$ cat src/rtl/core/pdrt_pkg.sv
// ----------------------------------------------------------------------------
// pdrt_pkg
// Shared types, register indexes and operation codes of the prescaled divider
// and reload timer.
// ----------------------------------------------------------------------------
package pdrt_pkg;

    // Widths of the item fields and of the internal counters.
    localparam int unsigned CountW     = 8;
    localparam int unsigned CyclesW    = 8;
    localparam int unsigned PreAccumW  = 10;
    localparam int unsigned SelW       = 2;
    localparam int unsigned CfgIndexW  = 2;
    localparam int unsigned CfgDataW   = 8;
    localparam int unsigned ShiftW     = 4;

    // Operation codes of an input word.
    typedef enum logic {
        FUNC_TICK  = 1'b0,
        FUNC_WRITE = 1'b1
    } t_func;

    // Configuration register indexes.
    localparam logic [CfgIndexW-1:0] CFG_TIMER_ENABLE = 2'd0;
    localparam logic [CfgIndexW-1:0] CFG_CLOCK_SELECT = 2'd1;
    localparam logic [CfgIndexW-1:0] CFG_RELOAD_VALUE = 2'd2;

    // Prescale period selections.
    localparam logic [SelW-1:0] SEL_1024 = 2'd0;
    localparam logic [SelW-1:0] SEL_16   = 2'd1;
    localparam logic [SelW-1:0] SEL_64   = 2'd2;
    localparam logic [SelW-1:0] SEL_256  = 2'd3;

    // Architectural state of the timer.
    typedef struct packed {
        logic [CountW-1:0]    div_accum;
        logic [CountW-1:0]    div_count;
        logic [PreAccumW-1:0] pre_accum;
        logic [CountW-1:0]    timer_count;
    } t_state;

    // Configuration registers as seen by the datapath.
    typedef struct packed {
        logic              timer_enable;
        logic [SelW-1:0]   clock_select;
        logic [CountW-1:0] reload_value;
    } t_cfg;

    // Log2 of the prescale period for a clock selection.
    function automatic logic [ShiftW-1:0] period_shift(input logic [SelW-1:0] sel);
        logic [ShiftW-1:0] sh;
        unique case (sel)
            SEL_1024: sh = 4'd10;
            SEL_16:   sh = 4'd4;
            SEL_64:   sh = 4'd6;
            SEL_256:  sh = 4'd8;
            default:  sh = 4'd10;
        endcase
        return sh;
    endfunction

endpackage

$ cat src/rtl/core/prescaled_divider_and_reload_timer_core.sv
// ----------------------------------------------------------------------------
// prescaled_divider_and_reload_timer_core
// A word accepted into the input register moves on to the result register
// when the result register is free or drained.
// One word per cycle unless the result channel stalls; the input and result
// registers let a new word enter while the previous result still waits.
// Reset (synchronous, active low) clears the divider, accumulators, counter,
// configuration registers and both valid flags.
// ----------------------------------------------------------------------------
module prescaled_divider_and_reload_timer_core
    import pdrt_pkg::*;
(
    input  logic                 i_clk,
    input  logic                 i_rst_n,
    // Configuration write port.
    input  logic                 i_cfg_we,
    input  logic [CfgIndexW-1:0] i_cfg_index,
    input  logic [CfgDataW-1:0]  i_cfg_data,
    // Input channel.
    input  logic                 i_in_valid,
    output logic                 o_in_ready,
    input  logic                 i_func,
    input  logic [CyclesW-1:0]   i_cycles,
    input  logic [CountW-1:0]    i_write_data,
    // Result channel.
    output logic                 o_out_valid,
    input  logic                 i_out_ready,
    output logic [CountW-1:0]    o_divider_value,
    output logic [CountW-1:0]    o_counter_value,
    output logic                 o_overflow_irq
);

    t_cfg                r_cfg;
    t_state              r_state;
    t_state              n_state;
    logic                n_irq;

    logic                r_in_valid;
    t_func               r_in_func;
    logic [CyclesW-1:0]  r_in_cycles;
    logic [CountW-1:0]   r_in_wdata;

    logic                r_out_valid;
    logic [CountW-1:0]   r_out_div;
    logic [CountW-1:0]   r_out_count;
    logic                r_out_irq;

    logic                move;
    logic                in_accept;

    // A word moves to the result register when that register is free or drained.
    assign move       = r_in_valid && (!r_out_valid || i_out_ready);
    assign o_in_ready = !r_in_valid || move;
    assign in_accept  = i_in_valid && o_in_ready;

    // Configuration registers.
    always_ff @(posedge i_clk) begin
        if (!i_rst_n) begin
            r_cfg <= '0;
        end else if (i_cfg_we) begin
            unique case (i_cfg_index)
                CFG_TIMER_ENABLE: r_cfg.timer_enable <= i_cfg_data[0];
                CFG_CLOCK_SELECT: r_cfg.clock_select <= i_cfg_data[SelW-1:0];
                CFG_RELOAD_VALUE: r_cfg.reload_value <= i_cfg_data[CountW-1:0];
                default:          r_cfg              <= r_cfg;
            endcase
        end
    end

    // Input register.
    always_ff @(posedge i_clk) begin
        if (!i_rst_n) begin
            r_in_valid <= 1'b0;
        end else if (in_accept) begin
            r_in_valid <= 1'b1;
        end else if (move) begin
            r_in_valid <= 1'b0;
        end
    end

    always_ff @(posedge i_clk) begin
        if (in_accept) begin
            r_in_func   <= t_func'(i_func);
            r_in_cycles <= i_cycles;
            r_in_wdata  <= i_write_data;
        end
    end

    // Next-state logic.
    pdrt_step u_step (
        .i_state      (r_state),
        .i_cfg        (r_cfg),
        .i_func       (r_in_func),
        .i_cycles     (r_in_cycles),
        .i_write_data (r_in_wdata),
        .o_state      (n_state),
        .o_irq        (n_irq)
    );

    // Timer state advances as each word moves to the result register.
    always_ff @(posedge i_clk) begin
        if (!i_rst_n) begin
            r_state <= '0;
        end else if (move) begin
            r_state <= n_state;
        end
    end

    // Result register.
    always_ff @(posedge i_clk) begin
        if (!i_rst_n) begin
            r_out_valid <= 1'b0;
        end else if (move) begin
            r_out_valid <= 1'b1;
        end else if (i_out_ready) begin
            r_out_valid <= 1'b0;
        end
    end

    always_ff @(posedge i_clk) begin
        if (move) begin
            r_out_div   <= n_state.div_count;
            r_out_count <= n_state.timer_count;
            r_out_irq   <= n_irq;
        end
    end

    assign o_out_valid     = r_out_valid;
    assign o_divider_value = r_out_div;
    assign o_counter_value = r_out_count;
    assign o_overflow_irq  = r_out_irq;

`ifndef SYNTHESIS
    // A held input word is never dropped.
    a_in_hold: assert property (@(posedge i_clk) disable iff (!i_rst_n)
        r_in_valid && !move |=> r_in_valid)
        else $error("input word lost while stalled");

    // The divider only changes when a word is processed.
    a_div_stable: assert property (@(posedge i_clk) disable iff (!i_rst_n)
        !move |=> $stable(r_state.div_count))
        else $error("divider changed without a word");

    // A tick with the timer disabled leaves the prescale accumulator empty.
    a_pre_clear: assert property (@(posedge i_clk) disable iff (!i_rst_n)
        move && r_in_func == FUNC_TICK && !r_cfg.timer_enable |=> r_state.pre_accum == '0)
        else $error("prescale accumulator not cleared");

    // A counter write never raises the interrupt.
    a_write_irq: assert property (@(posedge i_clk) disable iff (!i_rst_n)
        move && r_in_func == FUNC_WRITE |=> !r_out_irq)
        else $error("interrupt raised by a counter write");
`endif

endmodule

$ cat src/rtl/core/pdrt_step.sv
// ----------------------------------------------------------------------------
// pdrt_step
// Next-state logic of the timer for one word: divider, prescale accumulator
// and counter with reload.
// ----------------------------------------------------------------------------
module pdrt_step
    import pdrt_pkg::*;
(
    input  t_state                 i_state,
    input  t_cfg                   i_cfg,
    input  t_func                  i_func,
    input  logic [CyclesW-1:0]     i_cycles,
    input  logic [CountW-1:0]      i_write_data,
    output t_state                 o_state,
    output logic                   o_irq
);

    logic [CountW:0]      dsum;
    logic [PreAccumW:0]   psum;
    logic [ShiftW-1:0]    sh;
    logic [PreAccumW:0]   mask;
    logic [PreAccumW:0]   periods;
    logic [PreAccumW+1:0] next_count;

    // Divider: one increment whenever the accumulator sum reaches 256 and wraps.
    assign dsum = {1'b0, i_state.div_accum} + {1'b0, i_cycles};

    // Prescaler: whole periods go to the counter, the remainder stays.
    assign sh         = period_shift(i_cfg.clock_select);
    assign psum       = {1'b0, i_state.pre_accum} + (PreAccumW+1)'(i_cycles);
    assign mask       = ((PreAccumW+1)'(1) << sh) - (PreAccumW+1)'(1);
    assign periods    = psum >> sh;
    assign next_count = (PreAccumW+2)'(i_state.timer_count) + {1'b0, periods};

    // Select the new state according to the operation.
    always_comb begin
        o_state = i_state;
        o_irq   = 1'b0;
        unique case (i_func)
            FUNC_WRITE: begin
                o_state.timer_count = i_write_data;
            end
            FUNC_TICK: begin
                o_state.div_accum = dsum[CountW-1:0];
                if (dsum[CountW]) begin
                    o_state.div_count = i_state.div_count + CountW'(1);
                end
                if (i_cfg.timer_enable) begin
                    o_state.pre_accum = PreAccumW'(psum & mask);
                    if (next_count > (PreAccumW+2)'(255)) begin
                        o_state.timer_count = i_cfg.reload_value;
                        o_irq               = 1'b1;
                    end else begin
                        o_state.timer_count = next_count[CountW-1:0];
                    end
                end else begin
                    o_state.pre_accum = '0;
                end
            end
            default: begin
                o_state = i_state;
            end
        endcase
    end

endmodule
$ cat config.mk
export PLATFORM = sky130hd
export DESIGN_NAME = prescaled_divider_and_reload_timer_core
export DESIGN_NICKNAME = d
export VERILOG_FILES = /design/src/rtl/core/pdrt_pkg.sv /design/src/rtl/core/prescaled_divider_and_reload_timer_core.sv /design/src/rtl/core/pdrt_step.sv
export SDC_FILE = /design/constraint.sdc
export NUM_CORES = 1
export LEC_CHECK = 0
export BUFFER_PORTS_ARGS = -buffer_cell sky130_fd_sc_hd__buf_2
export CORE_ASPECT_RATIO = 2
export CORE_UTILIZATION = 53
export DETAILED_ROUTE_END_ITERATION = 8
export PLACE_DENSITY = 0.87
export SLEW_MARGIN = 5
export SYNTH_ARGS = -nofsm -noshare
export SYNTH_HDL_FRONTEND = slang
export SYNTH_SLANG_ARGS = --single-unit
$ cat constraint.sdc
create_clock -name i_clk -period 3.5 [get_ports i_clk]
set_clock_uncertainty 0.05 [all_clocks]
set_input_delay 0.525 -clock i_clk [delete_from_list [all_inputs] [get_ports i_clk]]
set_output_delay 0.525 -clock i_clk [all_outputs]
set_load 0.02 [all_outputs]
==> results.json <==
{
  "dpl_worst_slack_ns": -0.5086,
  "final_nets": 662,
  "swShare_pct": 25.33,
  "place_hpwl_mm": 9.013,
  "p_int_w": 0.001705,
  "drv_cap": 0,
  "p_leak_nw": 2.512,
  "critPathCaptureType": "flop",
  "clk_pin_slew_ns": 0.06,
  "hold_path_class": "in2reg",
  "layout_common_cells": "70 x buf_4, 56 x nor2_1, 50 x buf_2",
  "initial_core_util_pct": 54.87,
  "avgViaCountPerCell": 5.991,
  "drv_slew": 0,
  "syn_area_per_cell_sq_um": 9.546,
  "grt_setup_unrepaired": "yes",
  "nFillCells": 602,
  "drive_above_1_share_pct": 31.78,
  "n_antenna_cell": 0,
  "synth-compound-area-share_pct": 17.42,
  "grt_max_degree": 31,
  "worstPathArrival_ns": 4.05,
  "clk_path_buf_depth": 2,
  "layout_commonest_cell": "buf_4",
  "syn_inst": 480,
  "place_congestion": 0.9641,
  "antenna_found_initial": 0,
  "clkPwrFrac_pct": 41.0,
  "period_minus_slack_ns": 3.864,
  "core_sq_um": 8351,
  "violations": "setup timing",
  "clock_latency_ns": 0.34,
  "seq_area_frac_synth_pct": 42.82,
  "synth_nets": 546,
  "fmax_ghz": 0.2588,
  "muxShareOfSynthArea_pct": 4.697,
  "grt_first_pass_wirelength_mm": 19.40,
  "yosys_warnings": 0,
  "grt_pass1_vias": 4291,
  "chipHeight_microns": 133.5,
  "tightest_slew_ns": 0.9777,
  "syn2layout_area_growth_pct": 29.90,
  "async_reset_ff_share_pct": 0,
  "clock_tree.root_cell": "clkbuf_16",
  "final_antenna_net_count": 0,
  "cp_max_fo": 6,
  "totalNegativeSetupSlack_ns": -3.967,
  "power_w": 0.002284,
  "num_rows": 47,
  "vdd_drop_max_uv": 314.5,
  "via_count": 4188,
  "synthXorXnorAreaFrac_pct": 4.205,
  "critPathKind": "reg2reg",
  "synth_adder_area_share_pct": 9.776,
  "cts_buffers": 9,
  "synth_seq_cells": 81,
  "syn_area_sq_um": 4582,
  "required_ns": 3.68,
  "synth-simple-area-share_pct": 18.43,
  "wl_per_cell_microns": 18.30,
  "fin_ws_ns": -0.3642,
  "comb_power_share_pct": 12.9,
  "p_sw_w": 0.0005786,
  "track_usage_pct": 29.78,
  "finalHoldViolCount": 0,
  "setup_viol": 17,
  "seqPwrFrac_pct": 46.1,
  "cts_hold_buffers": 0,
  "ys_types": 68,
  "synth-edff-count": 34,
  "drt_pre_antenna_iters": 5,
  "cts.sinks": 81,
  "die_w_microns": 67.75,
  "synth_top_family_by_area": "simple AND/OR/NAND/NOR gates",
  "grt.overflow.total": 0,
  "drc_errors": 0,
  "max_slew_margin_pct": 34.73,
  "status": "finished with violations",
  "drtIter0Drc": 383,
  "post-route-period-util_pct": 110.4,
  "synth_ff_type": "dfxtp_1",
  "ioPinCount": 51,
  "die_area_sq_um": 9043,
  "start_kind": "flop",
  "drt_wl_total_mm": 12.79,
  "cts_tree": "yes",
  "htree_num_levels": 3,
  "port_buffers": 50,
  "power_density_nw_per_um2": 383.7
}
## power by group through the flow
stage | combinational, W | clock (W) | sequential [W]
2_1_floorplan | 0.000155 | 0 | 0.00107
3_3_place_gp | 0.000260 | 0 | 0.00107
3_5_place_dp | 0.000269 | 0 | 0.00107
4_1_cts | 0.000280 | 0.000947 | 0.00105
5_1_grt | 0.000317 | 0.000978 | 0.00106
6_report | 0.000294 | 0.000937 | 0.00105
## final cells by class
type / instances / area, sq um / area share, %
Clock inverter: 5 / 56.30 / 0.9460
Multi-Input combinational cell: 369 / 2731 / 45.89
Timing Repair Buffer: 122 / 798.3 / 13.41
Tap cell: 98 / 122.6 / 2.060
Clock buffer: 11 / 232.7 / 3.910
Inverter: 13 / 48.80 / 0.8198
Sequential cell: 81 / 1962 / 32.96
## through the flow
stage / cells / util (%) / hold WS [ns] / area, sq um
after global routing: 699 / 71.28 / 0.3011 / 5952
after floorplan: 480 / - / 0.3862 / 4636
final: 699 / 71.28 / 0.3045 / 5952
after CTS: 695 / 69.82 / 0.2985 / 5831
after global placement: 667 / 64.28 / 0.3972 / 5368
after detailed placement: 667 / 64.28 / 0.4059 / 5368
## repair_timing
| item | CTS | global route |
|---|---|---|
| endpoints found under the setup margin | 17 | 17 |
| buffers inserted | 11 | 5 |
| resized for setup | 24 | 20 |
| pin swaps | 28 | 15 |
| gates cloned | 1 | 0 |
## Yosys cell counts, drive strengths merged (8+ instances only)
cell | n | area (sq um)
o21ai | 29 | 148.9
dfxtp | 47 | 940.9
a21oi | 33 | 168.9
ha | 31 | 387.9
nor3 | 8 | 51.30
nor2 | 59 | 229.0
nand3 | 17 | 85.08
xor2 | 11 | 96.34
xnor2 | 11 | 96.34
nand2 | 43 | 161.4
edfxtp | 34 | 1021
inv | 12 | 45.04
mux2i | 17 | 170.2
a211oi | 9 | 90.08
nand2b | 13 | 91.34
clkbuf | 14 | 52.55
## critical path: stages, from the launching register on
cell	delay (ns)
edfxtp_1	0.39
ha_4	0.16
inv_2	0.04
fa_2	0.34
nand2b_4	0.15
a21oi_2	0.12
a211oi_2	0.06
o21ai_2	0.29
buf_4	0.17
mux2_4	0.30
o21ai_4	0.16
ha_4	0.16
o21ai_2	0.08
nor3_4	0.33
nor4b_1	0.12
mux2_4	0.29
a2111oi_4	0.33
buf_4	0.17
o21ai_1	0.05
## cells by family after synthesis
| group | Yosys count |
|---|---|
| and+or+nand+nor | 172 |
| muxes | 21 |
| other | 1 |
| AOI/OAI and AO/OA | 118 |
| xor gates and xnor gates | 22 |
| buffers and inverters | 31 |
| adders and majority gates | 34 |
| DFF | 81 |
## flip-flops by register name, indices dropped and copies added (netlist names)
| name | count |
|---|---|
| r_state | 34 |
| o_divider_value | 8 |
| r_in_func | 1 |
| o_counter_value | 8 |
| o_overflow_irq | 1 |
| r_cfg | 11 |
| r_in_valid | 1 |
| o_out_valid | 1 |
| r_in_wdata | 8 |
| r_in_cycles | 8 |
## worst paths after layout
| kind | start | endpoint | slack [ns] | depth (start not counted) |
|---|---|---|---|---|
| worst min-delay path | i_write_data[7] | r_in_wdata[7]$_DFFE_PP_ | 0.30 | 1 |
| worst max register to register | r_in_cycles[0]$_DFFE_PP_ | r_state[7]$_SDFFE_PN0P_ | -0.36 | 18 |
| worst max-delay path | r_in_cycles[0]$_DFFE_PP_ | r_state[7]$_SDFFE_PN0P_ | -0.36 | 18 |
| worst min register to register | r_state[32]$_SDFFE_PN0P_ | r_state[32]$_SDFFE_PN0P_ | 0.41 | 2 |
## layer usage
metal	part of all wire (%)	global-route usage, %	routed length [microns]	vias up
li1	-	-	-	1974
met1	34	27.39	4316	1940
met2	52	52.26	6695	200
met3	5.1	5.822	658	74
met4	8.7	25.30	1119	0
met5	0	0	0	-
Note: power is estimated with default switching activity, not from simulation.
